[config.mk]
export PLATFORM = sky130hd
export DESIGN_NAME = bror_urem
export DESIGN_NICKNAME = d
export VERILOG_FILES = /design/src/sv/bror_urem.sv
export SDC_FILE = /design/constraint.sdc
export NUM_CORES = 1
export LEC_CHECK = 0
export ABC_CLOCK_PERIOD_IN_PS = 2400
export BUFFER_PORTS_ARGS = -buffer_cell sky130_fd_sc_hd__clkbuf_2
export CAP_MARGIN = 20
export CORE_ASPECT_RATIO = 1.5
export CORE_MARGIN = 2
export CORE_UTILIZATION = 35
export DETAILED_ROUTE_END_ITERATION = 16
export GPL_TIMING_DRIVEN = 0
export SYNTH_ARGS = -nofsm -noshare
export SYNTH_HDL_FRONTEND = slang
export SYNTH_SLANG_ARGS = --single-unit
[constraint.sdc]
create_clock -name clk -period 2.4 [get_ports clk]
set_input_delay 0.6 -clock clk [delete_from_list [all_inputs] [get_ports clk]]
set_output_delay 0.6 -clock clk [all_outputs]
set_load 0.05 [all_outputs]
[src/sv/bror_urem.sv]
// Bit-serial restoring remainder unit, one dividend bit per cycle.
module bror_urem #(
	parameter int NUM_BITS = 8,
	parameter int DEN_BITS = 9
) (
	input  logic                clk,
	input  logic                arst_n,
	input  logic                start,
	input  logic [NUM_BITS-1:0] dividend,
	input  logic [DEN_BITS-1:0] divisor,
	output logic                done,
	output logic [DEN_BITS-1:0] remainder
);

	localparam int CW = $clog2(NUM_BITS + 1);

	logic                running_q;
	logic                done_q;
	logic [CW-1:0]       cnt_q;
	logic [NUM_BITS-1:0] num_q;
	logic [DEN_BITS-1:0] rem_q;
	logic [DEN_BITS:0]   trial;
	logic [DEN_BITS:0]   trial_sub;
	logic [DEN_BITS-1:0] rem_next;

	// Shift in the next dividend bit and subtract when it fits
	always_comb begin
		trial     = {rem_q, num_q[NUM_BITS-1]};
		trial_sub = trial - {1'b0, divisor};
		rem_next  = (trial >= {1'b0, divisor}) ? trial_sub[DEN_BITS-1:0] : trial[DEN_BITS-1:0];
	end

	// Step counter and completion pulse
	always_ff @(posedge clk or negedge arst_n) begin
		if (!arst_n) begin
			running_q <= 1'b0;
			done_q    <= 1'b0;
			cnt_q     <= '0;
		end else begin
			done_q <= 1'b0;
			if (start) begin
				running_q <= 1'b1;
				cnt_q     <= CW'(NUM_BITS);
			end else if (running_q) begin
				cnt_q <= cnt_q - CW'(1);
				if (cnt_q == CW'(1)) begin
					running_q <= 1'b0;
					done_q    <= 1'b1;
				end
			end
		end
	end

	// Load operands, then advance one bit per cycle
	always_ff @(posedge clk) begin
		if (start) begin
			num_q <= dividend;
			rem_q <= '0;
		end else if (running_q) begin
			num_q <= num_q << 1;
			rem_q <= rem_next;
		end
	end

	assign done      = done_q;
	assign remainder = rem_q;

endmodule

## After elaboration in Yosys (flattened, before gate mapping)

Index checks and enable logic that the tools add are counted.

| storage, ports and cells | value |
|---|---|
| register bits after elaboration | 23 |
| logic and storage cells | 21 |
| output and inout bits | 10 |
| input bits | 20 |

| cells by class | value |
|---|---|
| reduce and logical (&&, ||, !) cells | 1 |
| magnitude comparators | 1 |
| add/sub/neg operators | 2 |
| muxes and demuxes | 11 |
| eq/ne operators | 1 |

Operator list:

| cell | number |
|---|---|
| 8-bit 2-to-1 mux | 2 |
| 10-bit by 9-bit >= comparator with 1-bit output | 1 |
| 9-bit 2-to-1 mux | 1 |
| 9-bit subtractor | 1 |
| 4-bit 2-to-1 mux | 2 |
| 1-bit 2-to-1 mux | 6 |
| 4-bit by 1-bit equality test with 1-bit output, second input constant | 1 |
| 4-bit by 1-bit subtractor with 4-bit output, second input constant | 1 |
| 2-bit nonzero test | 1 |

## Longest topological paths before layout

Gate-level depths: netlist of run 1.

| logic depth | value |
|---|---|
| depth after elaboration | 4 |
| depth in mapped cells | 10 |

## Least setup slack after synthesis of run 1

OpenSTA, ideal clock, no wires.

| timing path | value |
|---|---|
| path kind | input-to-reg |
| from | input divisor[0] |
| to | register rem_q[2], in the netlist remainder[2] |
| setup slack | -179 ps |
| buffers on the path | 1 |
| arrival | 2462 ps |
| stages on the path | 9 |
| library setup time | 117 ps |
| cell sequence | ha_1 -> inv_1 -> fa_1 -> a21o_1 -> a221oi_2 -> o22ai_2 -> buf_6 -> or3_1 -> a32o_1 |

| on the way | value |
|---|---|
| word-level cells in the longest chain between the ends | 2 |

RTL lines:

| element | line | text |
|---|---|---|
| from (decl) | 10 | `input logic [DEN_BITS-1:0] divisor,` |
| 9-bit subtractor / 10-bit by 9-bit >= comparator with 1-bit output (equally long branches) | 29, 30 |  |
| 9-bit 2-to-1 mux (*) | 30 | `rem_next = (trial >= {1'b0, divisor}) ? trial_sub[DEN_BITS-1:0] : trial[DEN_BITS-1:0];` |
| to (signal assigned) | 61 | `rem_q <= rem_next;` |
| to (decl) | 21 | `logic [DEN_BITS-1:0] rem_q;` |

Every way passes the cells marked *; elsewhere a longest branch is shown, timed or not.
A chain may end at the register's enable or synchronous reset.

## Final worst setup path of run 1

| timing path | value |
|---|---|
| from | register num_q[7] |
| to | register rem_q[2], in the netlist remainder[2] |

| on the way | value |
|---|---|
| word-level cells in the longest chain between the ends | 2 |

RTL lines:

| element | line | text |
|---|---|---|
| from (decl) | 20 | `logic [NUM_BITS-1:0] num_q;` |
| from (signal assigned) | 57 | `num_q <= dividend;` |
| from (signal assigned) | 60 | `num_q <= num_q << 1;` |
| 9-bit subtractor / 10-bit by 9-bit >= comparator with 1-bit output (equally long branches) | 29, 30 |  |
| 9-bit 2-to-1 mux (*) | 30 |  |

Marks and branches as above.

==> run_results.csv, run 1 <==
group,metric,value,unit
logic_synthesis,syn_area,1480,um^2
drt,dr_wl_met2,1.83,mm
die,fp.dieArea,4760,um^2
layout,syn2layout_area_growth,23.5,%
global_routing,grt.overflow.total,0,
drt,highest_layer,"met4",
worst_setup_path,slowest_stage,"edfxtp_1",
cts,cts_tree,"yes",
logic_synthesis,synthTopCellsByCount,"inv_1, ha_1, nand2_1",
die,placementRows,28,
timing,rsz0062_at_grt,"yes",
cts,clk_latency,0.26,ns
worst_setup_path,worstSetupPathType,"reg -> reg",
pwr,powerDensity,1240,nW/um^2
layout,final_nets,224,
logic_synthesis,ys_seq_area_share,38.6,%
cts,clock_sinks,23,
layout,insertedDiodeCount,0,
drt,drtPass1Iterations,4,
global_routing,grt_pass1_wl,5.81,mm
pwr,peakVddDrop,0.000757,V
logic_synthesis,ys_ff_latch,23,
timing,layout_setup_ws,0.0151,ns
logic_synthesis,synth.area.top_cells,"edfxtp_1, dfxtp_1, dfrtp_1",
worst_setup_path,path_cells,"inv_2 > ha_4 > inv_2 > fa_2 > a21o_1 > a221oi_4 > o22ai_2 > buf_6 > or3_1 > a32o_1",
timing,worst_slew_pin_slew,0.525,ns
timing,fmax,0.419,GHz
place,dp_hpwl,2.57,mm
global_routing,grt_pass1_vias,1290,
drt,drc,0,
worst_hold_path,hold_class,"in -> async",
layout,layout-drive-gt1-share,30.4,%
pwr,power,0.00225,W
logic_synthesis,synth_top_area_share,16.3,%
cts,cts_buffer_depth,2,
cts,holdBufCountCts,0,
layout,fin_area,1820,um^2
global_routing,grt.total_usage,14.9,%
worst_setup_path,reg2reg_slack,0.02,ns
global_routing,antenna_found_initial,0,
cts,numCtsBuffers,3,
logic_synthesis,synthMostInstantiatedCell,"inv_1",
pwr,p_leak,0.814,nW
logic_synthesis,synth_top_cell_by_area,"edfxtp_1",
drt,ant_nets,0,
timing,fin_setup_tns,0,ns
timing,slew_headroom,65.0,%
logic_synthesis,synth_area_per_cell,9.65,um^2
timing,whs,0.147,ns
global_routing,grt_max_degree,13,
logic_synthesis,synth_edf_count,8,
drt,met3_wirelength,115,um
die,die_h,83.5,um
worst_setup_path,end_kind,"flip-flop",
drt,detail_route.wl_per_cell,14.5,um
worst_setup_path,worstRegToRegCells,10,
timing,clock_skew,0.00246,ns
die,die_x,57.0,um
timing,setup_violations,0,
timing,finalMaxSlewViolations,0,
worst_setup_path,crit_arrival,2.54,ns
worst_setup_path,reg2reg_to,"remainder[2]",
worst_setup_path,crit_fanout,7,
logic_synthesis,async_flop_share,26.1,%
cts,clk_pin_slew_worst_paths,0.08,ns
drt,wirelength,3.42,mm
worst_setup_path,crit_top_cell,"inv_2",
job,maxCapViolations,0,
place,gp_congestion,0.779,
worst_setup_path,startpoint_type,"flip-flop",
logic_synthesis,ys.flop_type,"dfxtp_1",
drt,drt_iter0_drc,27,
die,core,3990,um^2
die,ios,30,
timing,period_minus_slack,2.38,ns
logic_synthesis,yosysUniqueCellTypes,45,
logic_synthesis,synth_nets,185,
place,port_buffers,29,
outcome,outcome,"complete, no violations",
die,initial_core_util,37.0,%
logic_synthesis,post_synth_inst_count,153,
timing,period_share,99.4,%
logic_synthesis,synth_warnings,0,
cts,h-tree-depth,1,
place,place_worst_setup_slack,-0.396,ns
timing,finalHoldViolCount,0,
cts,cts_root_buffer,"clkbuf_8",
worst_setup_path,r2r-start,"num_q[7]",
drt,wl_met1,1.41,mm
drt,vias_per_cell,5.50,
worst_setup_path,crit_required,2.56,ns
place,place_area,1690,um^2
worst_setup_path,cpPeakStageDelay,0.40,ns
drt,routed-via-count,1297,
metrics by stage:
step           utilization, %  cells
2_1_floorplan               -    153
3_3_place_gp             42.4    227
3_5_place_dp             42.4    227
4_1_cts                  44.8    235
5_1_grt                  45.6    236
6_report                 45.6    236
registers in the layout (all words and copies together), names as in the netlist:
name	cells
cnt_q	4
done	1
num_q	8
remainder	9
running_q	1
final cells by class:
type	count	area (um^2)
fillers	395	2170
multi-input cells	105	855
flip-flops and latches	23	572
repair buffers	34	183
inverters	18	67.6
well taps	45	56.3
clock buffers	4	45.0
plain buffers	7	45.0
kinds of logic after synthesis:
family | Yosys count | synth area share (%)
buf+inv | 25 | 6.95
xor+xnor | 7 | 4.15
compound gates | 37 | 18.8
fa+ha+maj | 12 | 10.7
simple gates | 41 | 14.7
flops | 23 | 38.6
mux | 8 | 6.02
routing by layer:
layer / global-route usage, % / vias to the layer above
met5: 0 / -
met4: 5.50 / 0
met3: 2.48 / 9
met2: 26.3 / 34
met1: 17.7 / 619
li1: - / 635
critical path: cells and delay by family, from the launching register on:
kind                     cells  cell delay, ns
AND/OR/NAND/NOR              1            0.30
AO/OA/AOI/OAI                4            0.87
adder cells (fa/ha/maj)      2            0.45
buffers and inverters        3            0.26
flip-flops                   1            0.40
where the power goes:
group          switching [W]  internal [W]  total (W)
logic               0.000828      0.000546    0.00137
clock network       0.000120      0.000118   0.000239
registers           0.000111      0.000530   0.000642
total                0.00106       0.00119    0.00225
how the worst max path moves through the flow:
stage | start | end | cells after the start
floorplan | divisor[0] | remainder[2] | 9
global placement | divisor[0] | remainder[5] | 10
detailed placement | divisor[0] | remainder[5] | 10
CTS | num_q[7] | remainder[2] | 10
global route | num_q[7] | remainder[2] | 10
finish | num_q[7] | remainder[2] | 10
cells in the final DEF (no fill, tap or decap), types with 2 or more instances in the layout:
master     n
clkbuf_2  29
nand2b_1   2
a31oi_1    2
buf_4      5
a311oi_2   3
nand2_1   10
inv_2      2
o211ai_1   2
a21o_1     3
xor2_1     2
ha_1      10
nor3_1     4
dfxtp_1    8
mux2_2     7
o31ai_1    3
xnor2_1    5
clkbuf_8   3
o21ai_0    3
edfxtp_1   8
dfrtp_1    6
a21oi_1    7
o21bai_1   4
inv_1     16
nor2_1     9
nand3_1    2
nor4b_1    4
clkbuf_1   6
repair_timing:
item,CTS,global route
pin swaps,2,3
gates resized for setup,4,6
setup buffers,4,1
endpoints found under the setup margin,8,7
Power figures use the tool's default switching activity.
==> inputs of run 2 (changes only) <==
--- a/config.mk
+++ b/config.mk
@@ -8,7 +8,6 @@
 export ABC_CLOCK_PERIOD_IN_PS = 2400
 export BUFFER_PORTS_ARGS = -buffer_cell sky130_fd_sc_hd__clkbuf_2
 export CAP_MARGIN = 20
-export CORE_ASPECT_RATIO = 1.5
 export CORE_MARGIN = 2
 export CORE_UTILIZATION = 35
 export DETAILED_ROUTE_END_ITERATION = 16
==> run 2 against run 1 <==
Net effect: the flow now finishes with violations (setup timing); sequential share of layout area is 0.19 points higher; core utilization is 0.68 points lower; non-clock buffer count is the same; clock power is 5% higher; die area shrank 0.22%; routed wire length increased by 4.9%; maximum frequency is 1.1% lower; clock-buffer cell count is 1 lower; flip-flop and latch count stayed put; cell area fell by 0.62%; critical path type unchanged; critical endpoint is now remainder[5]; highest routed layer unchanged.
==> run_results.csv, run 2 (same netlist as run 1, synthesis figures left out) <==
group,metric,value,unit
outcome,outcome,"finished, violations left",
worst_setup_path,crit_required,2.56,ns
global_routing,grt_pass1_vias,1259,
drt,wirelength,3.59,mm
timing,finalHoldViolCount,0,
worst_setup_path,worstSetupPathType,"reg -> reg",
die,initial_core_util,36.6,%
worst_setup_path,reg2reg_slack,-0.01,ns
cts,h-tree-depth,1,
drt,vias_per_cell,5.43,
global_routing,antenna_found_initial,0,
pwr,p_int,0.00116,W
layout,final_nets,224,
global_routing,grt.overflow.total,0,
place,port_buffers,29,
drt,drtPass1Iterations,4,
cts,cts_tree,"yes",
timing,worst_slew_pin_slew,0.541,ns
drt,drt_iter0_drc,61,
pwr,peakVddDrop,0.000606,V
layout,finalNonFillerCells,241,
pwr,power.switching,0.00105,W
cts,cts_buffer_depth,2,
place,dp_cells,232,
timing,fmax,0.415,GHz
die,ios,30,
layout,syn2layout_area_growth,22.7,%
layout,largest_reg_flops,9,
global_routing,grt_pass1_wl,5.62,mm
cts,clk_latency,0.27,ns
worst_setup_path,cpLargestDelayFamily,"compound AO/OA/AOI/OAI gates",
cts,cts_root_buffer,"clkbuf_8",
timing,period_minus_slack,2.41,ns
timing,slew_headroom,63.9,%
die,placementRows,23,
worst_setup_path,cpPeakStageDelay,0.41,ns
cts,numCtsBuffers,3,
place,place_worst_setup_slack,-0.386,ns
worst_setup_path,cp_num_buf_inv,3,
layout,layout-drive-gt1-share,29.8,%
layout,insertedDiodeCount,0,
drt,drc,0,
timing,rsz0062_at_grt,"yes",
pwr,powerDensity,1220,nW/um^2
cts,clock_sinks,23,
timing,clock_skew,0.00376,ns
pwr,p_clk_share,11.3,%
layout,fillers,396,
timing,setup_violations,1,
timing,fin_setup_tns,-0.0113,ns
pwr,seqPwrFrac,28.9,%
worst_hold_path,hold_class,"in -> async",
cts,clk_pin_slew_worst_paths,0.09,ns
worst_setup_path,crit_top_cell,"inv_2",
worst_setup_path,end_kind,"flip-flop",
worst_setup_path,startpoint_type,"flip-flop",
timing,period_share,100,%
die,fp.dieArea,4750,um^2
die,die_x,69.0,um
drt,ant_nets,0,
worst_setup_path,crit_arrival,2.57,ns
timing,layout_setup_ws,-0.0113,ns
pwr,p_leak,0.807,nW
outcome,violations,"setup timing",
worst_setup_path,crit_fanout,7,
timing,finalMaxSlewViolations,0,
drt,detail_route.wl_per_cell,14.9,um
job,maxCapViolations,0,
global_routing,grt.total_usage,15.9,%
timing,whs,0.141,ns
die,core,4030,um^2
die,die_h,69.0,um
worst_setup_path,path_cells,"inv_2 > ha_4 > inv_2 > fa_2 > a21o_1 > a221oi_4 > o22ai_2 > or2_0 > buf_4 > a221o_1",
worst_setup_path,slowest_stage,"edfxtp_1",
place,dp_hpwl,2.69,mm
layout,mostFrequentLayoutCells,"clkbuf_2, inv_1, nand2_1, ha_1, nor2_1",
global_routing,grt_max_degree,15,
layout,layout_commonest_cell,"clkbuf_2",
place,gp_congestion,0.739,
pwr,p_sw_share,47.5,%
drt,routed-via-count,1309,
pwr,combPwrFrac,59.8,%
-- run 2: cell types whose count changed in the layout (fill, tap and decap cells not counted) --
| cell | before | now |
|---|---|---|
| clkinvlp_4 | 0 | 1 |
| buf_4 | 5 | 6 |
| or2_1 | 1 | 0 |
| a311oi_1 | 1 | 3 |
| a311oi_2 | 3 | 1 |
| buf_8 | 1 | 0 |
| o31ai_2 | 0 | 1 |
| or2_0 | 0 | 1 |
| clkbuf_1 | 6 | 5 |
| o31ai_1 | 3 | 2 |
| nor4b_2 | 1 | 0 |
| nor4b_1 | 4 | 5 |
-- run 2: final cells by class --
type / instances / area, um^2 / share of cell area, %
Clock inverter: 1 / 7.51 / 0.414
Clock buffer: 3 / 41.3 / 2.28
Buffer: 7 / 37.5 / 2.07
Multi-Input combinational cell: 105 / 841 / 46.4
Inverter: 18 / 67.6 / 3.73
Sequential cell: 23 / 572 / 31.6
Tap cell: 50 / 62.6 / 3.45
Timing Repair Buffer: 34 / 183 / 10.1
-- run 2: power by group through the flow --
stage               Combinational (W)  Clock, W  Sequential, W
CTS                           0.00128  0.000258       0.000639
global route                  0.00144  0.000276       0.000654
detailed placement            0.00122         0       0.000649
floorplan                    0.000731         0       0.000850
global placement              0.00117         0       0.000640
finish                        0.00132  0.000250       0.000638
-- run 2: what timing repair did --
action                     CTS  global route
setup buffers                2             3
setup endpoints to repair    8             7
hold buffers                 0             0
gates resized for setup      3             3
pin swaps                    1             0
-- run 2: path summary, 6_finish.rpt --
path	start	end	cells past startpoint
min in group clk	remainder[8]	remainder[8]	2
max reg2reg	num_q[7]	remainder[5]	10
min reg2reg	remainder[8]	remainder[8]	2
max	num_q[7]	remainder[5]	10
min	arst_n	cnt_q[0]	1
max in group asynchronous	arst_n	running_q	1
-- run 2: stage by stage --
stage	power [W]	util [%]	area [um^2]
floorplan	0.00158	-	1490
global placement	0.00181	42.2	1700
detailed placement	0.00187	42.2	1700
CTS	0.00217	44.1	1780
global route	0.00237	45.0	1810
finish	0.00221	45.0	1810
-- run 2: worst reg2reg max path, cell delays in order, from the launching register on --
cell	delay [ns]
edfxtp_1	0.41
inv_2	0.08
ha_4	0.12
inv_2	0.03
fa_2	0.33
a21o_1	0.21
a221oi_4	0.28
o22ai_2	0.11
or2_0	0.23
buf_4	0.17
a221o_1	0.32
-- run 2: metal layers --
layer	vias to the layer above	global-route usage, %	wire length, um
met1	634	19.2	1600
met2	36	29.3	1840
li1	637	-	-
met5	-	0	0
met4	0	1.47	10
met3	2	3.90	140
